--- src/rtl/core/dtc_pkg.sv ---
// Shared types and constants of the decision tree classifier.
`default_nettype none
package dtc_pkg;

   localparam int FEATURE_SLOTS = 7;
   localparam int QUEUE_DEPTH   = 4;
   localparam int QUEUE_PTR_W   = $clog2(QUEUE_DEPTH);

   localparam logic [1:0] ACT_NODE     = 2'd0;
   localparam logic [1:0] ACT_FEATURE  = 2'd1;
   localparam logic [1:0] ACT_CLASSIFY = 2'd2;

   typedef enum logic [1:0] {
      OP_NODE,
      OP_FEATURE,
      OP_CLASSIFY,
      OP_BAD_TREE
   } op_type;

   typedef struct packed {
      op_type             op;
      logic [1:0]         tree;
      logic [7:0]         node_index;
      logic signed [8:0]  left_child;
      logic signed [8:0]  right_child;
      logic [2:0]         feature_select;
      logic [63:0]        compare_word;
      logic signed [31:0] leaf_value;
   } cmd_type;

   typedef struct packed {
      logic signed [8:0]  left_child;
      logic signed [8:0]  right_child;
      logic [2:0]         feature_select;
      logic [63:0]        threshold;
      logic signed [31:0] value;
   } node_type;

   typedef struct packed {
      logic push;
      logic pop;
   } queue_ctl_type;

   typedef struct packed {
      logic full;
      logic empty;
   } queue_status_type;

   typedef enum logic {
      BACK_IDLE,
      BACK_WALK
   } back_state_type;

endpackage
`default_nettype wire

--- src/rtl/core/dtc_queue.sv ---
// Short command queue between front and back end.
`default_nettype none
module dtc_queue (
   input  wire logic                      clock,
   input  wire logic                      reset,
   input  wire dtc_pkg::queue_ctl_type    ctl,
   input  wire dtc_pkg::cmd_type          wr_cmd,
   output dtc_pkg::cmd_type               rd_cmd,
   output dtc_pkg::queue_status_type      status
);
   import dtc_pkg::*;

   cmd_type                entry_ff [QUEUE_DEPTH];
   logic [QUEUE_PTR_W-1:0] wr_ptr_ff, wr_ptr_in;
   logic [QUEUE_PTR_W-1:0] rd_ptr_ff, rd_ptr_in;
   logic [QUEUE_PTR_W:0]   count_ff, count_in;

   assign status.full  = count_ff == (QUEUE_PTR_W+1)'(QUEUE_DEPTH);
   assign status.empty = count_ff == '0;
   assign rd_cmd       = entry_ff[rd_ptr_ff];

   always_comb begin
      wr_ptr_in = ctl.push ? wr_ptr_ff + 1'b1 : wr_ptr_ff;
      rd_ptr_in = ctl.pop  ? rd_ptr_ff + 1'b1 : rd_ptr_ff;
      count_in  = count_ff;
      if (ctl.push && !ctl.pop) begin
         count_in = count_ff + 1'b1;
      end else if (!ctl.push && ctl.pop) begin
         count_in = count_ff - 1'b1;
      end
   end

   always_ff @(posedge clock) begin
      if (reset) begin
         wr_ptr_ff <= '0;
         rd_ptr_ff <= '0;
         count_ff  <= '0;
      end else begin
         wr_ptr_ff <= wr_ptr_in;
         rd_ptr_ff <= rd_ptr_in;
         count_ff  <= count_in;
      end
   end

   always_ff @(posedge clock) begin
      if (ctl.push) begin
         entry_ff[wr_ptr_ff] <= wr_cmd;
      end
   end

endmodule
`default_nettype wire

--- config.mk ---
export PLATFORM = sky130hd
export DESIGN_NAME = dtc_queue
export DESIGN_NICKNAME = d
export VERILOG_FILES = /design/src/rtl/core/dtc_pkg.sv /design/src/rtl/core/dtc_queue.sv
export SDC_FILE = /design/constraint.sdc
export NUM_CORES = 1
export LEC_CHECK = 0
export BUFFER_PORTS_ARGS = -buffer_cell sky130_fd_sc_hd__buf_4
export CORE_ASPECT_RATIO = 0.9
export CORE_MARGIN = 2
export CORE_UTILIZATION = 25
export DETAILED_ROUTE_END_ITERATION = 8
export HOLD_SLACK_MARGIN = 0.03
export PLACE_DENSITY = 0.45
export SLEW_MARGIN = 10
export SYNTH_ARGS = -nofsm -noshare
export SYNTH_HDL_FRONTEND = slang
export SYNTH_SLANG_ARGS = --single-unit
--- constraint.sdc ---
create_clock -name clock -period 3.9 [get_ports clock]
set_input_delay 0.39 -clock clock [delete_from_list [all_inputs] [get_ports clock]]
set_output_delay 0.39 -clock clock [all_outputs]
set_load 0.01 [all_outputs]
==> Word level (Yosys, flattened, before mapping) <==
Memory sizes are Yosys's and may differ from the RTL's. A register that Yosys moved wholly into a read port is not among the register bits.
Cells that the tools add are included.
Widths: inputs -> output; s select.
{ "word_totals": {"ff_bits": 7, "memories": 1, "elab_cells": 21, "ram_bits": 516} }
{ "memory_table": {"columns": ["name", "words", "width", "rd", "rd_clocked_by_memory_dff", "write_ports", "line", "rtl"], "rows": [
  ["entry_ff", 4, 129, 1, 1, 1, "dtc_queue.sv:13", "cmd_type entry_ff [QUEUE_DEPTH];"]
]} }
{ "classes": {"reduce_logical": 6, "add_sub_neg": 4, "muxes": 6, "eq_ne": 1} }
{ "ops": {"columns": ["op", "count"], "rows": [
  ["$mux 3", 2],
  ["$add 2x1->2 const B", 2],
  ["$mux 2", 2],
  ["$add 3x1->3 const B", 1],
  ["$eq 3x3->1 const B", 1],
  ["$logic_not 3->1", 1],
  ["$sub 3x1->3 const B", 1],
  ["$logic_and 1x1->1", 2],
  ["$logic_not 1->1", 2],
  ["$mux 1", 2],
  ["$reduce_bool 2->1", 1]
]} }

==> Logic depth before layout (Yosys ltp) <==
{ "depth": {"ltp_word": 4, "mapped_depth": 7} }

==> Least setup slack after synthesis <==
No wires, ideal clock.
{ "synth_path": {"kind": "register to register", "start": "register wr_ptr_ff[0]", "end": "memory entry_ff[0][0] (netlist name) (enable)", "arrival_ps": 3503, "path_slack_ps": -106, "required_time_ps": 3397, "setup_time_ps": 503, "n_path_buf": 0, "path_stages_with_launch": 4, "synth_period_minus_slack_ps": 4006, "cell_sequence": "dfxtp_1 > inv_1 > ha_1 > and2_1"} }
{ "synth_lines": {"columns": ["element", "line", "rtl"], "rows": [
  ["start, declared", "dtc_queue.sv:14", "logic [QUEUE_PTR_W-1:0] wr_ptr_ff, wr_ptr_in;"],
  ["start signal, assigned", "dtc_queue.sv:39", "wr_ptr_ff <= wr_ptr_in;"],
  ["end, declared", "dtc_queue.sv:13", null]
]} }
No word-level cell before the write port.

==> qor.yml <==
status:
  status: "complete, no violations"
timing:
  setup_slack_ns: 1.02
  max_freq_mhz: 347
  finalCriticalPeriod_ns: 2.88
  worstMarginPinSlew_ns: 0.938
  maxSlewHeadroom_pct: 37.5
  rsz0062_at_grt: "false"
  finalClockSkew_ns: 0.00933
  setup_viol: 0
  fin_setup_tns_ns: 0
  post-route-period-util_pct: 73.9
  hold_viol_final: 0
  final_max_slew_viol_count: 0
final_layout:
  final_cell_area_um2: 25500
  stdcell_count: 2233
  final_cell_mix: "516 x edfxtp_1, 268 x buf_4, 130 x dlygate4sd3_1, 129 x mux4_2, 61 x clkbuf_16"
  fin_util_pct: 33.7
  register_area_um2: 15700
  multi_input_area_um2: 3150
  syn2layout_area_growth_pct: 33.9
  nets: 1297
  final_common_cell: "edfxtp_1"
  fill_cells: 7176
  drive_gt1_share_pct: 41.3
critical_path:
  path_cells: "buf_12 > mux4_2 > buf_4"
  timing.rr.end: "entry_ff[3][91]$_DFFE_PP_"
  cp-start-kind: "flip-flop"
  rr_startpoint: "wr_ptr_ff[0]$_SDFFE_PP0P_"
  max_stage_delay_ns: 0.69
  worstPathRequired_ns: 3.51
  worstSetupEndpointType: "primary output"
  cp-endpoint: "rd_cmd[106]"
  critPathKind: "reg2out"
  crit_family: "flip-flops"
  r2r_cells: 3
  worstPathMaxFanout: 40
  critPathArrivalTime_ns: 2.49
  crit_cells: 3
  path_buf_inv: 2
  cp_slowest_cell: "dfxtp_4"
  reg2reg_slack_ns: 1.94
hold_path:
  holdCritPathClass: "in2reg"
clocking:
  cts_resized: 0
  root_buffer: "clkbuf_16"
  post_cts_buffers: 0
  clkSlewWorstSetupHoldPaths_ns: 0.06
  numCtsBuffers: 59
  clock-sinks: 525
  clockBufferDepth: 3
  insertion_delay_ns: 0.59
  htreeDepth: 2
  cts_tree: "built"
  hold_buffers: 130
synth:
  yosysUniqueCellTypes: 21
  ys_seq_area_share_pct: 82.3
  synth_top_cell_area_share_pct: 81.3
  syn-num-nets: 856
  synth_warnings: 0
  synth_area_leaders: "edfxtp_1 81%, mux4_2 15%, dfxtp_1 0.95%"
  yosysTopAreaCell: "edfxtp_1"
  netlist_instances: 717
  netlist_area_um2: 19100
  ys_ff_latch: 525
  avgSynthCellArea_um2: 26.6
power_and_ir_drop:
  combPwrFrac_pct: 11.1
  clockPowerShare_pct: 39.6
  p_seq_share_pct: 49.3
  p_int_mw: 10.3
  p_sw_mw: 2.95
  vdd_drop_max_uv: 340
  switching_share_pct: 22.2
  power_density_nw_per_um2: 521
  p_leak_nw: 8.47
route:
  dr.pass1.iters: 4
  drt_iter0_drc: 427
  wl_per_cell_um: 19.0
  dr_total_vias: 9035
  drc: 0
  antenna_left: 0
  wl_mm: 42.4
  viasPerCell: 4.05
floorplan:
  ios: 264
  initial_core_util_pct: 25.1
  die_area_um2: 78400
  core_um2: 75800
  fp-row-count: 96
  die_x_um: 295
  fp.dieH_um: 266
grt:
  grt_pass1_wl_mm: 63.4
  antenna_found_initial: 5
  grt_max_degree: 130
  overflow: 0
  grt_pass1_vias: 10100
  gr-usage-all-layers_pct: 10.8
place:
  dp_hpwl_mm: 24.1
  dpl_worst_slack_ns: 1.56
  port_buffers: 263
  gp_congestion: 0.664
  post-place-cells: 1996
  place_area_um2: 22400
run:
  cap_viol_max_count: 0
metrics by stage:
stage	hold WS, ns	power, mW
after global placement	0.486	8.08
after global routing	0.101	13.9
after floorplan	0.466	7.37
after detailed placement	0.500	8.10
after CTS	0.0504	13.6
final	0.0932	13.3
per-layer routing:
layer / wire length (µm) / track usage (%) / share of wire (%)
met4: 910 / 3.31 / 2.1
met2: 19500 / 16.8 / 46
met1: 18800 / 14.2 / 44
met3: 3090 / 3.70 / 7.3
met5: 58 / 0 / 0.14
cell type report:
type / count / share of cell area (%)
multi-input combinational: 159 / 12.3
clock inverter: 37 / 1.11
antenna: 1 / 0.00981
tap: 1029 / 5.05
inverter: 4 / 0.0589
sequential: 525 / 61.5
timing repair buffer: 409 / 13.9
clock buffer: 69 / 6.10
power by group through the flow:
stage / clock network [mW] / logic [mW] / registers (mW)
after detailed placement: 0 / 1.42 / 6.68
after CTS: 5.47 / 1.54 / 6.56
final: 5.26 / 1.48 / 6.56
after floorplan: 0 / 0.712 / 6.66
after global routing: 5.67 / 1.61 / 6.58
after global placement: 0 / 1.41 / 6.67
worst min-delay path by stage:
stage,startpoint,endpoint,depth (start not counted)
2_1_floorplan,count_ff[2]$_SDFFE_PP0P_,count_ff[2]$_SDFFE_PP0P_,2
3_3_place_gp,count_ff[2]$_SDFFE_PP0P_,count_ff[2]$_SDFFE_PP0P_,2
3_5_place_dp,count_ff[2]$_SDFFE_PP0P_,count_ff[2]$_SDFFE_PP0P_,2
4_1_cts,ctl[0],rd_ptr_ff[0]$_SDFFE_PP0P_,3
5_1_grt,ctl[1],wr_ptr_ff[1]$_SDFFE_PP0P_,3
6_report,ctl[0],rd_ptr_ff[0]$_SDFFE_PP0P_,3
tightest hold or removal path, stage by stage:
cell	delay, ns
buf_4	0.10
xnor2_1	0.08
nor2_1	0.08
logic make-up (layout without fill, tap and decap cells):
kind of cell | Yosys count | after routing | synth area share [%]
buffers and inverters | 33 | 519 | 1.26
XOR/XNOR | 5 | 5 | 0.230
multiplexers | 131 | 131 | 15.4
flip-flops | 525 | 525 | 82.3
adder cells (fa/ha/maj) | 6 | 6 | 0.433
AND/OR/NAND/NOR | 15 | 15 | 0.387
other | 0 | 1 | 0
AO/OA/AOI/OAI | 2 | 2 | 0.0525
state kept, by name, indices dropped and copies added, names as in the netlist, named ones only:
register   count
count_ff       3
entry_ff     516
rd_ptr_ff      2
wr_ptr_ff      2
synthesized netlist by cell type, drive strengths merged:
library cell,instances
dfxtp,9
nand2,1
ha,5
mux2i,2
clkbuf,5
edfxtp,516
inv,4
and2,4
or3,1
fa,1
a21oi,1
xor2,3
xnor2,2
o21ai,1
mux4,129
nor3b,1
buf,24
nor3,1
nor2,7
No activity file was read; power rests on OpenSTA's default activity.
